[src/rtl/w36cu_pkg.sv]
// Shared types and constants of the 36-bit word character unpacker.
package w36cu_pkg;

  // Characters per word in each mode
  localparam int TXT_CHARS = 5;
  localparam int BIN_CHARS = 4;

  // Special characters
  localparam logic [7:0] CH_CR = 8'd13;
  localparam logic [7:0] CH_LF = 8'd10;

  // Input item kinds
  localparam logic KIND_DATA = 1'b0;
  localparam logic KIND_EOF  = 1'b1;

  // Configuration register indexes
  localparam logic CFG_BYTE_MODE = 1'b0;
  localparam logic CFG_KEEP_CR   = 1'b1;

  // Work classes handed from front to back
  localparam logic [1:0] CLS_DATA = 2'd0;
  localparam logic [1:0] CLS_BAD  = 2'd1;
  localparam logic [1:0] CLS_EOF  = 2'd2;

  // Input item as it arrives on the word channel
  typedef struct packed {
    logic        kind;
    logic [39:0] tape_bytes;
    logic [2:0]  char_count;
  } in_item_t;

  // Result item on the character channel
  typedef struct packed {
    logic [7:0] out_char;
    logic       bad_word;
    logic       last;
  } out_item_t;

  // Classified work entry; chars[0] is the first character of the word
  typedef struct packed {
    logic [1:0]                  cls;
    logic                        bmode;
    logic [2:0]                  cnt;
    logic [TXT_CHARS-1:0][7:0]   chars;
  } work_t;

endpackage

[src/rtl/w36cu_front.sv]
// Front end: classifies a tape word and splits it into characters.
module w36cu_front (
  input  logic                 byte_mode,
  input  w36cu_pkg::in_item_t  item,
  output w36cu_pkg::work_t     work
);

  logic [35:0] word;
  logic [2:0]  max_cnt;

  // Rebuild the 36-bit word: four full bytes plus the low nibble of the fifth
  assign word    = {item.tape_bytes[39:8], item.tape_bytes[3:0]};
  assign max_cnt = byte_mode ? 3'(w36cu_pkg::BIN_CHARS) : 3'(w36cu_pkg::TXT_CHARS);

  // Classify and extract characters from the most significant end
  always_comb begin
    work.bmode = byte_mode;
    work.cnt   = (item.char_count > max_cnt) ? max_cnt : item.char_count;
    priority if (item.kind == w36cu_pkg::KIND_EOF) begin
      work.cls = w36cu_pkg::CLS_EOF;
    end else if (item.tape_bytes[7:4] != 4'd0) begin
      work.cls = w36cu_pkg::CLS_BAD;
    end else begin
      work.cls = w36cu_pkg::CLS_DATA;
    end
    for (int i = 0; i < w36cu_pkg::TXT_CHARS; i++) begin
      if (byte_mode) begin
        if (i < w36cu_pkg::BIN_CHARS) begin
          work.chars[i] = word[28-8*i +: 8];
        end else begin
          work.chars[i] = 8'd0;
        end
      end else begin
        work.chars[i] = {1'b0, word[29-7*i +: 7]};
      end
    end
  end

endmodule

[src/rtl/w36cu_queue.sv]
// Two-entry queue between front and back end.
module w36cu_queue (
  input  logic              clk,
  input  logic              rst,
  input  logic              push_valid,
  output logic              push_stall,
  input  w36cu_pkg::work_t  push_data,
  output logic              pop_valid,
  input  logic              pop,
  output w36cu_pkg::work_t  head
);

  w36cu_pkg::work_t mem [2];
  logic [1:0]       used;
  logic             wptr;
  logic             rptr;
  logic             push;

  assign push_stall = (used == 2'd2);
  assign push       = push_valid && !push_stall;
  assign pop_valid  = (used != 2'd0);
  assign head       = mem[rptr];

  // Pointers and fill level
  always_ff @(posedge clk) begin
    if (rst) begin
      used <= 2'd0;
      wptr <= 1'b0;
      rptr <= 1'b0;
    end else begin
      if (push) begin
        wptr <= ~wptr;
      end
      if (pop) begin
        rptr <= ~rptr;
      end
      unique case ({push, pop})
        2'b10:   used <= used + 2'd1;
        2'b01:   used <= used - 2'd1;
        default: used <= used;
      endcase
    end
  end

  // Entry storage
  always_ff @(posedge clk) begin
    if (push) begin
      mem[wptr] <= push_data;
    end
  end

endmodule

[src/rtl/w36cu_back.sv]
// Back end: steps through a work entry, applies CR handling, drives results.
module w36cu_back (
  input  logic                 clk,
  input  logic                 rst,
  input  logic                 keep_cr,
  input  logic                 q_valid,
  input  w36cu_pkg::work_t     head,
  output logic                 pop,
  output logic                 char_valid,
  input  logic                 char_stall,
  output w36cu_pkg::out_item_t char_data
);

  logic [2:0] idx;
  logic       pend;
  logic       hold_v;
  logic [7:0] hold_c;
  logic       hold_bad;
  logic       ov;
  w36cu_pkg::out_item_t od;

  logic       out_free;
  logic       en;
  logic [7:0] c;
  logic       prod;
  logic [7:0] r_c;
  logic       r_bad;
  logic       adv;
  logic       fin;
  logic       pend_next;
  logic       send;

  assign out_free   = !ov || !char_stall;
  assign en         = out_free && q_valid;
  assign c          = head.chars[idx];
  assign char_valid = ov;
  assign char_data  = od;

  // One step of the current entry: at most one result
  always_comb begin
    prod      = 1'b0;
    r_c       = 8'd0;
    r_bad     = 1'b0;
    adv       = 1'b0;
    fin       = 1'b0;
    pend_next = pend;
    unique case (head.cls)
      w36cu_pkg::CLS_EOF: begin
        prod      = pend;
        r_c       = w36cu_pkg::CH_CR;
        fin       = 1'b1;
        pend_next = 1'b0;
      end
      w36cu_pkg::CLS_BAD: begin
        prod  = 1'b1;
        r_bad = 1'b1;
        fin   = 1'b1;
      end
      w36cu_pkg::CLS_DATA: begin
        priority if (idx >= head.cnt) begin
          fin = 1'b1;
        end else if (head.bmode) begin
          prod = 1'b1;
          r_c  = c;
          adv  = 1'b1;
          fin  = (idx + 3'd1 == head.cnt);
        end else if (pend && c != w36cu_pkg::CH_LF) begin
          // held CR goes out before this character
          prod      = 1'b1;
          r_c       = w36cu_pkg::CH_CR;
          pend_next = 1'b0;
        end else begin
          prod      = (c != w36cu_pkg::CH_CR) || keep_cr;
          r_c       = c;
          pend_next = !keep_cr && (c == w36cu_pkg::CH_CR);
          adv       = 1'b1;
          fin       = (idx + 3'd1 == head.cnt);
        end
      end
      default: begin
        fin = 1'b1;
      end
    endcase
  end

  // Entry is done unless a fresh result still sits behind a held one
  assign pop = en && fin && !(hold_v && prod);

  // A result moves to the output register this cycle
  assign send = en && (hold_v ? (prod || fin) : (prod && fin));

  // Step state, held result and output register
  always_ff @(posedge clk) begin
    if (rst) begin
      idx    <= 3'd0;
      pend   <= 1'b0;
      hold_v <= 1'b0;
      ov     <= 1'b0;
    end else begin
      if (send) begin
        ov <= 1'b1;
      end else if (out_free) begin
        ov <= 1'b0;
      end
      if (en) begin
        pend <= pend_next;
        if (pop) begin
          idx <= 3'd0;
        end else if (adv) begin
          idx <= idx + 3'd1;
        end
        if (hold_v) begin
          if (!prod && fin) begin
            hold_v <= 1'b0;
          end
        end else if (prod && !fin) begin
          hold_v <= 1'b1;
        end
      end
    end
  end

  // Payload side of the above
  always_ff @(posedge clk) begin
    if (en) begin
      if (hold_v && (prod || fin)) begin
        od.out_char <= hold_c;
        od.bad_word <= hold_bad;
        od.last     <= !prod;
      end else if (!hold_v && prod && fin) begin
        od.out_char <= r_c;
        od.bad_word <= r_bad;
        od.last     <= 1'b1;
      end
      if (prod) begin
        hold_c   <= r_c;
        hold_bad <= r_bad;
      end
    end
  end

  // A held result only ever belongs to a data entry still in the queue
  a_hold_data: assert property (@(posedge clk) disable iff (rst)
    hold_v |-> (q_valid && head.cls == w36cu_pkg::CLS_DATA))
    else $error("held result without a data entry");

  // Character position never runs past the entry's count
  a_idx_range: assert property (@(posedge clk) disable iff (rst)
    q_valid |-> (idx <= head.cnt))
    else $error("character index past count");

  // A bad word result is always the only, hence last, result of its item
  a_bad_last: assert property (@(posedge clk) disable iff (rst)
    (ov && od.bad_word) |-> od.last)
    else $error("bad word result not marked last");

  // Popping an entry leaves nothing held back
  a_pop_clean: assert property (@(posedge clk) disable iff (rst)
    pop |=> !hold_v)
    else $error("result left behind after entry finished");

endmodule

[src/rtl/word36_char_unpacker_top.sv]
// Top level of the 36-bit tape word character unpacker.
// Word channel (word_valid/word_stall/word_data): one tape word or an
// end-of-file marker per item. Character channel (char_valid/char_stall/
// char_data): one character or byte per item, last set on the final result
// of each input item; a word with a bad fifth byte gives a single result
// with bad_word set. Configuration: cfg_we writes cfg_data to register
// cfg_index (0 byte_mode, 1 keep_cr); write only while the block is idle.
// A result whose step also finishes its input item, with nothing held,
// goes straight to the output register; any other result waits in the hold
// register until a later step shows whether it is the last. The back end
// spends one cycle per result and per dropped CR while the output is free
// and the queue holds an entry, plus a closing step on words whose last
// result was held back. The two-entry queue lets words be taken while
// results are still going out. Reset clears the queue, the output
// register, the held CR and both configuration registers. When the
// receiver stalls the output result holds, the back end stops and the
// queue fills, after which word_stall rises.
module word36_char_unpacker_top (
  input  logic                 clk,
  input  logic                 rst,
  input  logic                 word_valid,
  output logic                 word_stall,
  input  w36cu_pkg::in_item_t  word_data,
  output logic                 char_valid,
  input  logic                 char_stall,
  output w36cu_pkg::out_item_t char_data,
  input  logic                 cfg_we,
  input  logic                 cfg_index,
  input  logic                 cfg_data
);

  logic             byte_mode;
  logic             keep_cr;
  w36cu_pkg::work_t work;
  w36cu_pkg::work_t head;
  logic             q_valid;
  logic             pop;

  // Configuration registers
  always_ff @(posedge clk) begin
    if (rst) begin
      byte_mode <= 1'b0;
      keep_cr   <= 1'b0;
    end else if (cfg_we) begin
      unique case (cfg_index)
        w36cu_pkg::CFG_BYTE_MODE: byte_mode <= cfg_data;
        w36cu_pkg::CFG_KEEP_CR:   keep_cr   <= cfg_data;
        default:                  byte_mode <= byte_mode;
      endcase
    end
  end

  w36cu_front u_front (
    .byte_mode (byte_mode),
    .item      (word_data),
    .work      (work)
  );

  w36cu_queue u_queue (
    .clk        (clk),
    .rst        (rst),
    .push_valid (word_valid),
    .push_stall (word_stall),
    .push_data  (work),
    .pop_valid  (q_valid),
    .pop        (pop),
    .head       (head)
  );

  w36cu_back u_back (
    .clk        (clk),
    .rst        (rst),
    .keep_cr    (keep_cr),
    .q_valid    (q_valid),
    .head       (head),
    .pop        (pop),
    .char_valid (char_valid),
    .char_stall (char_stall),
    .char_data  (char_data)
  );

endmodule

[config.mk]
export PLATFORM = sky130hd
export DESIGN_NAME = word36_char_unpacker_top
export DESIGN_NICKNAME = d
export VERILOG_FILES = /design/src/rtl/w36cu_pkg.sv /design/src/rtl/w36cu_front.sv /design/src/rtl/w36cu_queue.sv /design/src/rtl/w36cu_back.sv /design/src/rtl/word36_char_unpacker_top.sv
export SDC_FILE = /design/constraint.sdc
export NUM_CORES = 1
export LEC_CHECK = 0
export ABC_AREA = 1
export ABC_CLOCK_PERIOD_IN_PS = 9300
export BUFFER_PORTS_ARGS = -buffer_cell sky130_fd_sc_hd__buf_4
export CAP_MARGIN = 20
export CORE_MARGIN = 2
export CORE_UTILIZATION = 63
export DETAILED_ROUTE_END_ITERATION = 10
export PLACE_DENSITY = 0.85
export SLEW_MARGIN = 15
export SYNTH_ARGS = -nofsm -noshare
export SYNTH_HDL_FRONTEND = slang
export SYNTH_SLANG_ARGS = --single-unit
export TNS_END_PERCENT = 10
[constraint.sdc]
create_clock -name clk -period 9.3 [get_ports clk]
set_clock_uncertainty 0.1 [all_clocks]
set_input_delay 0.93 -clock clk [delete_from_list [all_inputs] [get_ports clk]]
set_output_delay 0.93 -clock clk [all_outputs]
set_load 0.03 [all_outputs]
==> results of run 1 <==
==> stage by stage <==
stage | hold WS, ns | cell area, µm²
2_1_floorplan | 0.333 | 5700
3_3_place_gp | 0.366 | 6210
3_5_place_dp | 0.379 | 6210
4_1_cts | 0.382 | 6800
5_1_grt | 0.407 | 6800
6_report | 0.380 | 6800
==> metal layers <==
layer  vias up  global-route usage (%)
li1       2116                       -
met2       219                    49.4
met5         -                       0
met3        38                    5.76
met4         0                    10.5
met1      2041                    33.0
==> worst max-delay path by stage <==
stage | start | to | slack [ns]
after global placement | u_back.idx[0] | u_queue.used[1] | 5.65
after global routing | u_back.idx[0] | u_queue.used[1] | 5.10
after CTS | u_back.idx[0] | u_queue.used[1] | 5.39
after floorplan | word_valid | u_queue.mem[0][0] | 5.73
after detailed placement | u_back.idx[0] | u_queue.used[1] | 5.51
final | u_back.idx[0] | u_queue.used[1] | 5.36
==> flip-flops by register name (all words and copies together), names as in the netlist, named ones only <==
signal / flops
u_back.hold_v: 1
keep_cr: 1
u_queue.rptr: 1
byte_mode: 1
u_back.char_data: 10
u_back.hold_c: 8
u_back.char_valid: 1
u_queue.wptr: 1
u_queue.used: 2
u_back.pend: 1
u_queue.mem: 90
u_back.hold_bad: 1
u_back.idx: 3
==> kinds of logic (layout without fill, tap and decap cells) <==
| logic type | count (synthesis) | count (layout) |
|---|---|---|
| AO/OA/AOI/OAI | 71 | 71 |
| buffers and inverters | 100 | 175 |
| multiplexers | 2 | 2 |
| XOR/XNOR | 3 | 3 |
| AND/OR/NAND/NOR | 300 | 300 |
| adder cells (fa/ha/maj) | 6 | 6 |
| flip-flops | 122 | 122 |
==> cell usage after synthesis (2+ instances only) <==
library cell and number:
nor2_2 2, a21oi_1 11, nand3_1 46, inv_1 73, mux2i_1 2, inv_2 3, o21ai_1 9, nor2_1 49
clkbuf_1 8, nand2_2 2, nor3_1 2, edfxtp_1 109, ha_1 6, buf_4 3, buf_6 3, buf_2 8
o31ai_1 3, dfxtp_1 13, nand2_1 191, o21ai_0 41, xor2_1 2
==> layout make-up <==
| class | instances | area, µm² |
|---|---|---|
| clock buffers | 27 | 567 |
| clock inverters | 5 | 26.3 |
| fillers | 553 | 1960 |
| inverters | 78 | 295 |
| multi-input cells | 382 | 1760 |
| flip-flops and latches | 122 | 3530 |
| well taps | 108 | 135 |
| repair buffers | 65 | 488 |
==> power groups by stage <==
stage	clock, mW	sequential [mW]	combinational, mW
5_1_grt	0.663	0.792	0.657
3_5_place_dp	0	0.794	0.574
6_report	0.641	0.785	0.594
4_1_cts	0.639	0.785	0.590
3_3_place_gp	0	0.786	0.548
2_1_floorplan	0	0.815	0.391
==> worst reg2reg max path, delay by kind of cell, from the launching register on <==
family	cells	cell delay, ns
compound gates	7	1.16
buf+inv	3	0.55
flops	1	0.98
fa+ha+maj	2	0.71
simple gates	3	0.31
==> impl_metrics.yaml, run 1 <==
drt:
  drc: 0
  via_count: 4414
  highest_layer: "met4"
  wl_per_cell_um: 16.6
  drtPass1Iterations: 7
  drt_iter0_markers: 430
  drtAntennaViolNets: 0
  wl_met1_um: 5080
  wl_met2_um: 6770
  drt_wl_total_um: 13100
  route.met3.wl_um: 923
  via_per_inst: 5.61
timing:
  drv_slew: 0
  period_share_pct: 42.3
  rsz0062_at_grt: "false"
  period_needed_ns: 3.94
  fin_tns_setup_ns: 0
  setup_viol: 0
  layout_setup_ws_ns: 5.36
  hold_violations: 0
  worst_pin_slew_ns: 1.02
  relSlewSlack_pct: 32.1
  fmax_ghz: 0.254
clock_tree:
  cts_setup_buffers: 0
  cts_tree: "built"
  cts-root-buf: "clkbuf_8"
  cts-buffers-inserted: 17
  cts_sinks: 122
  holdBufCountCts: 0
  clockBufferDepth: 2
  clk_pin_slew_ns: 0.06
  insertion_delay_ns: 0.52
  cts_max_level: 4
  postCtsResizedCells: 0
synthesis:
  synth_nets: 661
  synthArstFlopShare_pct: 0
  synth_area_leaders: "edfxtp_1, nand2_1, inv_1, dfxtp_1, nand3_1"
  syn_avg_cell_area_um2: 9.43
  yosys.area.top_type: "edfxtp_1"
  ys_types: 39
  synth_mux_area_share_pct: 0.351
  yosys.area_share.simple_pct: 21.8
  synth_edf_count: 109
  synth_ff_type: "edfxtp_1"
  synth_compound_area_share_pct: 6.70
  ys_ff_latch: 122
  synth_top_family_by_area: "simple AND/OR/NAND/NOR gates"
  yosys.area_share.xor_xnor_pct: 0.461
  synth_adder_area_share_pct: 1.32
  ys_seq_area_share_pct: 62.0
  synth_top_cell_area_share_pct: 57.4
  syn_inst: 604
  ys_warn_count: 0
  synth_area_um2: 5700
floorplan:
  die_area_um2: 9820
  die_w_um: 99.1
  core_um2: 8760
  die_y_um: 99.1
  rows: 34
  initial_core_util_pct: 65.0
  top_level_ports: 63
global_routing:
  grt-ovfl-total: 0
  antenna_found_initial: 0
  grt_first_pass_wirelength_um: 20800
  grt_max_degree: 47
  first_global_vias: 4478
  grtUsageTotal_pct: 27.7
worst_setup_path:
  cp_slowest_stage_delay_ns: 0.98
  cp_slowest_cell: "dfxtp_1"
  cp-start-kind: "register"
  cp.required_ns: 9.60
  r2r-end: "u_queue.used[1]"
  cp-end-kind: "register"
  worstSetupPathDepth: 15
  path_delay_family: "compound AO/OA/AOI/OAI gates"
  reg2reg_depth: 15
  worstSetupPathType: "register to register"
  r2r_start: "u_back.idx[0]"
  r2r_slack_ns: 5.36
  cp_max_fo: 23
  arrival_ns: 4.23
  path_buf_inv: 3
  path_common_cell: "a21oi_1"
  critical_path.cell_chain: "inv_2, ha_1, inv_1, nand2_1, a21oi_1, o21bai_1, a22oi_1, nand3_4, inv_2, nor2_2, ha_1, a21oi_1, o21ai_0, o21ai_0, a21oi_1"
power:
  p_switching_uw: 693
  cellInternalPower_mw: 1.33
  seq_power_share_pct: 38.9
  p_leak_nw: 3.03
  power_frac_comb_pct: 29.4
  swShare_pct: 34.3
  total_power_mw: 2.02
  peakVddDrop_uv: 151
  p_per_area_nw_per_um2: 297
  clkPwrFrac_pct: 31.7
hold_path:
  min_path_cells: 2
  min_from: "keep_cr"
  hold_class: "register to register"
  min_to: "keep_cr"
placed_design:
  place_ws_ns: 5.51
  dpl.hpwl_um: 7960
  gp_congestion: 0.952
  io_buffer_count: 61
  dp_cells: 755
final_layout:
  diodes: 0
  final_nets: 723
  final_common_cell: "nand2_1"
  fin_cells: 787
  final_util_pct: 77.6
  layout_common_cells: "nand2_1, edfxtp_1, inv_1"
  drive_above_1_share_pct: 16.1
  area_growth_pct: 19.4
status:
  status: "completed"
run:
  cap_violations: 0
(Power assumes the default switching activity.)
==> inputs of run 2 (changes only) <==
Settings changed: ABC_CLOCK_PERIOD_IN_PS 9300 to 3300, CORE_UTILIZATION 63 to 53, PLACE_DENSITY 0.85 to 0.76.
Clock period 9.3 ns to 3.3 ns, I/O delays scaled along.
==> impl_metrics.yaml, run 2 (same netlist as run 1, synthesis figures left out) <==
floorplan:
  top_level_ports: 63
  die_w_um: 108
  core_um2: 10400
  die_y_um: 108
  rows: 37
  initial_core_util_pct: 54.9
  die_area_um2: 11600
final_layout:
  final_nets: 742
  drive_above_1_share_pct: 17.3
  regMostFlops: "u_queue.mem"
  largest_reg_flops: 90
  diodes: 0
  layout_common_cells: "nand2_1, edfxtp_1, inv_1"
  nFillCells: 790
  final_util_pct: 68.2
  area_growth_pct: 24.1
  final_common_cell: "nand2_1"
clock_tree:
  cts_max_level: 4
  clockBufferDepth: 2
  cts_sinks: 122
  cts_tree: "built"
  cts_setup_buffers: 0
  cts-buffers-inserted: 17
  insertion_delay_ns: 0.52
  cts-root-buf: "clkbuf_8"
  clk_pin_slew_ns: 0.05
worst_setup_path:
  r2r_slack_ns: 0.22
  arrival_ns: 3.37
  cp.required_ns: 3.59
  cp_max_fo: 14
  cp-end-kind: "register"
  worstSetupPathType: "register to register"
  cp-start-kind: "register"
drt:
  drt_wl_total_um: 12500
  drc: 0
  drt_iter0_markers: 276
  wl_per_cell_um: 14.9
  drtAntennaViolNets: 0
  via_count: 4321
  via_per_inst: 5.18
  drtPass1Iterations: 5
placed_design:
  dpl.hpwl_um: 8400
  place_ws_ns: 0.101
  gp_congestion: 0.871
  io_buffer_count: 61
timing:
  period_share_pct: 93.2
  relSlewSlack_pct: 40.4
  period_needed_ns: 3.08
  fin_tns_setup_ns: 0
  fmax_ghz: 0.325
  worst_pin_slew_ns: 0.885
  drv_slew: 0
  layout_setup_ws_ns: 0.224
  setup_viol: 0
  rsz0062_at_grt: "false"
  hold_violations: 0
power:
  peakVddDrop_uv: 393
  p_leak_nw: 3.15
  p_per_area_nw_per_um2: 827
global_routing:
  grtUsageTotal_pct: 23.2
  grt_first_pass_wirelength_um: 20200
  grt_max_degree: 43
  first_global_vias: 4323
  antenna_found_initial: 0
  grt-ovfl-total: 0
status:
  status: "completed"
run:
  cap_violations: 0
hold_path:
  hold_class: "input pin to register"
## run 2: cell types whose count changed in the layout (fill, tap and decap cells not counted), moves of 3 or more
cell,before,now
dlygate4sd3_1,0,8
buf_4,65,72
bufinv_16,0,4
clkbuf_16,20,16
buf_12,0,3
## run 2: critical path, stage by stage (launching register included)
cell and delay (ns):
dfxtp_1 0.46, inv_2 0.21, ha_1 0.33, inv_1 0.07, nand2_1 0.05, a21oi_1 0.12
o21bai_1 0.14, a22oi_1 0.40, nand3_4 0.12, inv_2 0.09, nor2_4 0.04, ha_1 0.31
a21oi_1 0.12, o21ai_0 0.13, o21ai_0 0.19, a21oi_1 0.07
## run 2: final timing paths
check / endpoint / start / cells past startpoint
worst max-delay path: u_queue.used[1] / u_back.idx[0] / 15
worst min-delay path: u_queue.mem[0][16] / word_data[22] / 3
worst max register to register: u_queue.used[1] / u_back.idx[0] / 15
worst min register to register: u_queue.rptr / u_queue.rptr / 2
## run 2: area by class of cell
class / instances / area [µm²] / share of cell area, %
clock buffer: 24 / 470 / 6.65
clock inverter: 8 / 140 / 1.98
inverter: 78 / 300 / 4.25
multi-input combinational: 382 / 1760 / 24.9
sequential: 122 / 3540 / 50.0
tap: 136 / 170 / 2.41
timing repair buffer: 84 / 692 / 9.78
## run 2: layer usage
metal  routed length (µm)  up-vias  track usage [%]  part of all wire (%)
met2                 6090      135             38.1                    49
li1                     -     2151                -                     -
met3                  615       27             5.08                   4.9
met1                 5380     2008             28.4                    43
met5                    0        -                0                     0
met4                  363        0             12.9                   2.9
## run 2: stage by stage
stage	hold WS, ns	std cells	area [µm²]	power (mW)
floorplan	0.299	604	5700	3.40
global placement	0.371	794	6350	3.85
detailed placement	0.378	794	6350	3.91
CTS	0.00327	834	7040	5.83
global route	0.0350	834	7070	6.17
finish	0.0288	834	7070	5.85
## run 2: repair_timing
action	CTS	global route
endpoints found under the setup margin	0	12
resized for setup	0	9
hold buffers	8	0
hold endpoints to repair	10	0
## run 2: power breakdown
| part | internal (mW) | switching [mW] | total (mW) |
|---|---|---|---|
| clock | 1.28 | 0.617 | 1.90 |
| combinational | 0.587 | 1.17 | 1.76 |
| sequential | 2.08 | 0.109 | 2.19 |
| total | 3.95 | 1.90 | 5.85 |
==> inputs of run 3 (changes only) <==
Settings changed: ABC_AREA 1 to 0, CORE_UTILIZATION 53 to 52, PLACE_DENSITY 0.76 to 0.75.
==> impl_metrics.yaml, run 3 <==
worst_setup_path:
  critical_path.cell_chain: "buf_12, mux4_2, nor2_2, o22ai_2, nor4_4, a31oi_2, or4_4, a221oi_4, ha_1, or3_1, a21oi_1"
  path_buf_inv: 1
  cp-end-kind: "register"
  path_delay_family: "simple AND/OR/NAND/NOR gates"
  cp_slowest_cell: "mux4_2"
  cp-start-kind: "register"
  worstSetupPathType: "register to register"
  cp.required_ns: 3.64
  arrival_ns: 3.79
  cp_slowest_stage_delay_ns: 0.53
  cp_max_fo: 5
drt:
  drt_iter0_markers: 230
  via_count: 3442
  drc: 0
  drtPass1Iterations: 4
  drt_wl_total_um: 11700
  drtAntennaViolNets: 0
  wl_per_cell_um: 18.7
  via_per_inst: 5.50
synthesis:
  ys_seq_area_share_pct: 64.5
  synth_most_common_cell: "edfxtp_1"
  yosys.area.top_type: "edfxtp_1"
  syn_avg_cell_area_um2: 15.3
  synth_top_cell_area_share_pct: 59.7
  synth_nets: 416
  ys_warn_count: 0
  syn_inst: 359
  ys_ff_latch: 122
  ys_types: 49
  synth_ff_type: "edfxtp_1"
  synthTopCellsByCount: "edfxtp_1, mux2_2, mux2i_1"
  synth_area_leaders: "edfxtp_1, mux2_2, dfxtp_1, mux2i_1, mux4_2"
  synth_edf_count: 109
  synth_area_um2: 5480
  synthArstFlopShare_pct: 0
power:
  peakVddDrop_uv: 621
  p_leak_nw: 2.70
  clkPwrFrac_pct: 28.2
  p_per_area_nw_per_um2: 819
  total_power_mw: 5.95
  seq_power_share_pct: 36.1
  power_frac_comb_pct: 35.7
  swShare_pct: 31.1
  p_switching_mw: 1.85
  cellInternalPower_mw: 4.09
floorplan:
  rows: 37
  initial_core_util_pct: 53.3
  core_um2: 10300
  die_y_um: 107
  top_level_ports: 63
  die_w_um: 107
  die_area_um2: 11400
global_routing:
  grt-ovfl-total: 0
  first_global_vias: 3422
  grt_first_pass_wirelength_um: 17700
  grt_max_degree: 46
  grtUsageTotal_pct: 20.8
  antenna_found_initial: 0
timing:
  period_needed_ns: 3.45
  rsz0062_at_grt: "true"
  worst_pin_slew_ns: 0.788
  hold_slack_ns: 0.0130
  drv_slew: 0
  relSlewSlack_pct: 47.1
  layout_setup_ws_ns: -0.146
  hold_violations: 0
  setup_viol: 2
  period_share_pct: 104
  fmax_ghz: 0.290
clock_tree:
  cts-root-buf: "clkbuf_8"
  cts-buffers-inserted: 17
  clockBufferDepth: 2
  cts_sinks: 122
  cts_tree: "built"
  insertion_delay_ns: 0.51
  cts_max_level: 4
  clk_pin_slew_ns: 0.06
final_layout:
  final_common_cell: "edfxtp_1"
  regMostFlops: "u_queue.mem"
  drive_above_1_share_pct: 45.9
  area_growth_pct: 32.6
  diodes: 0
  largest_reg_flops: 90
  final_nets: 534
  final_util_pct: 70.7
  layout_common_cells: "edfxtp_1, buf_4, mux2_2"
  finalInstanceArea_um2: 7260
status:
  status: "complete, but fails checks"
  violations: "negative setup slack"
placed_design:
  placed_area_um2: 6420
  dpl.hpwl_um: 7090
  gp_congestion: 0.908
  io_buffer_count: 61
run:
  cap_violations: 0
hold_path:
  hold_class: "input pin to register"
[run 3: tightest hold or removal path: stages]
cell	delay, ns
buf_4	0.10
a31oi_1	0.07
nor2_1	0.09
[run 3: final timing paths]
check,cells after the start,slack (ns),from,end
worst min register to register,2,0.42,u_back.pend,u_back.pend
worst max-delay path,11,-0.15,register,u_queue.used[1]
worst max register to register,11,-0.15,register,u_queue.used[1]
worst min-delay path,3,0.01,cfg_we,byte_mode
[run 3: cells by family (layout without fill, tap and decap cells)]
group           count (synthesis)  after routing  share of synthesized area (%)
flops                         122            122                           64.5
fa+ha+maj                       6              6                           1.37
xor+xnor                        8              8                           1.28
mux                            77             77                           17.6
simple gates                   81             81                           7.90
buf+inv                        22            153                           2.10
compound gates                 43             43                           5.28
[run 3: per-layer routing]
layer	global-route usage (%)	part of all wire [%]	wire length, µm	vias to the layer above
met3	5.78	4.9	579	8
met2	34.6	54	6280	113
li1	-	-	-	1625
met5	0	0	0	-
met4	7.05	0.68	79	0
met1	26.4	41	4760	1696
[run 3: area by class of cell]
cell class              instances  area [µm²]
clock inverters                15         128
clock buffers                  17         414
fillers                       697        3010
well taps                     136         170
inverters                       6        22.5
repair buffers                115         972
multi-input cells             215        2020
flip-flops and latches        122        3540
[run 3: what timing repair did]
action,4_1_cts,5_1_grt
hold endpoints to repair,10,0
gates cloned,1,2
pin swaps,3,11
gates resized for setup,7,25
setup buffers,1,7
setup endpoints to repair,21,32
hold buffers,5,0
[run 3: power by group through the flow]
stage                     clock (mW)  sequential (mW)  combinational [mW]
final                           1.68             2.15                2.12
after detailed placement           0             2.16                1.80
after global placement             0             2.15                1.76
after CTS                       1.70             2.13                1.86
after global routing            1.77             2.17                2.26
after floorplan                    0             2.22                1.10
[run 3: through the flow]
stage,std cells,setup TNS [ns],setup WS (ns)
floorplan,359,-0.0839,-0.0839
global placement,579,-0.611,-0.0855
detailed placement,579,-1.16,-0.141
CTS,618,-1.17,-0.129
global route,626,-1.06,-0.226
finish,626,-0.190,-0.146
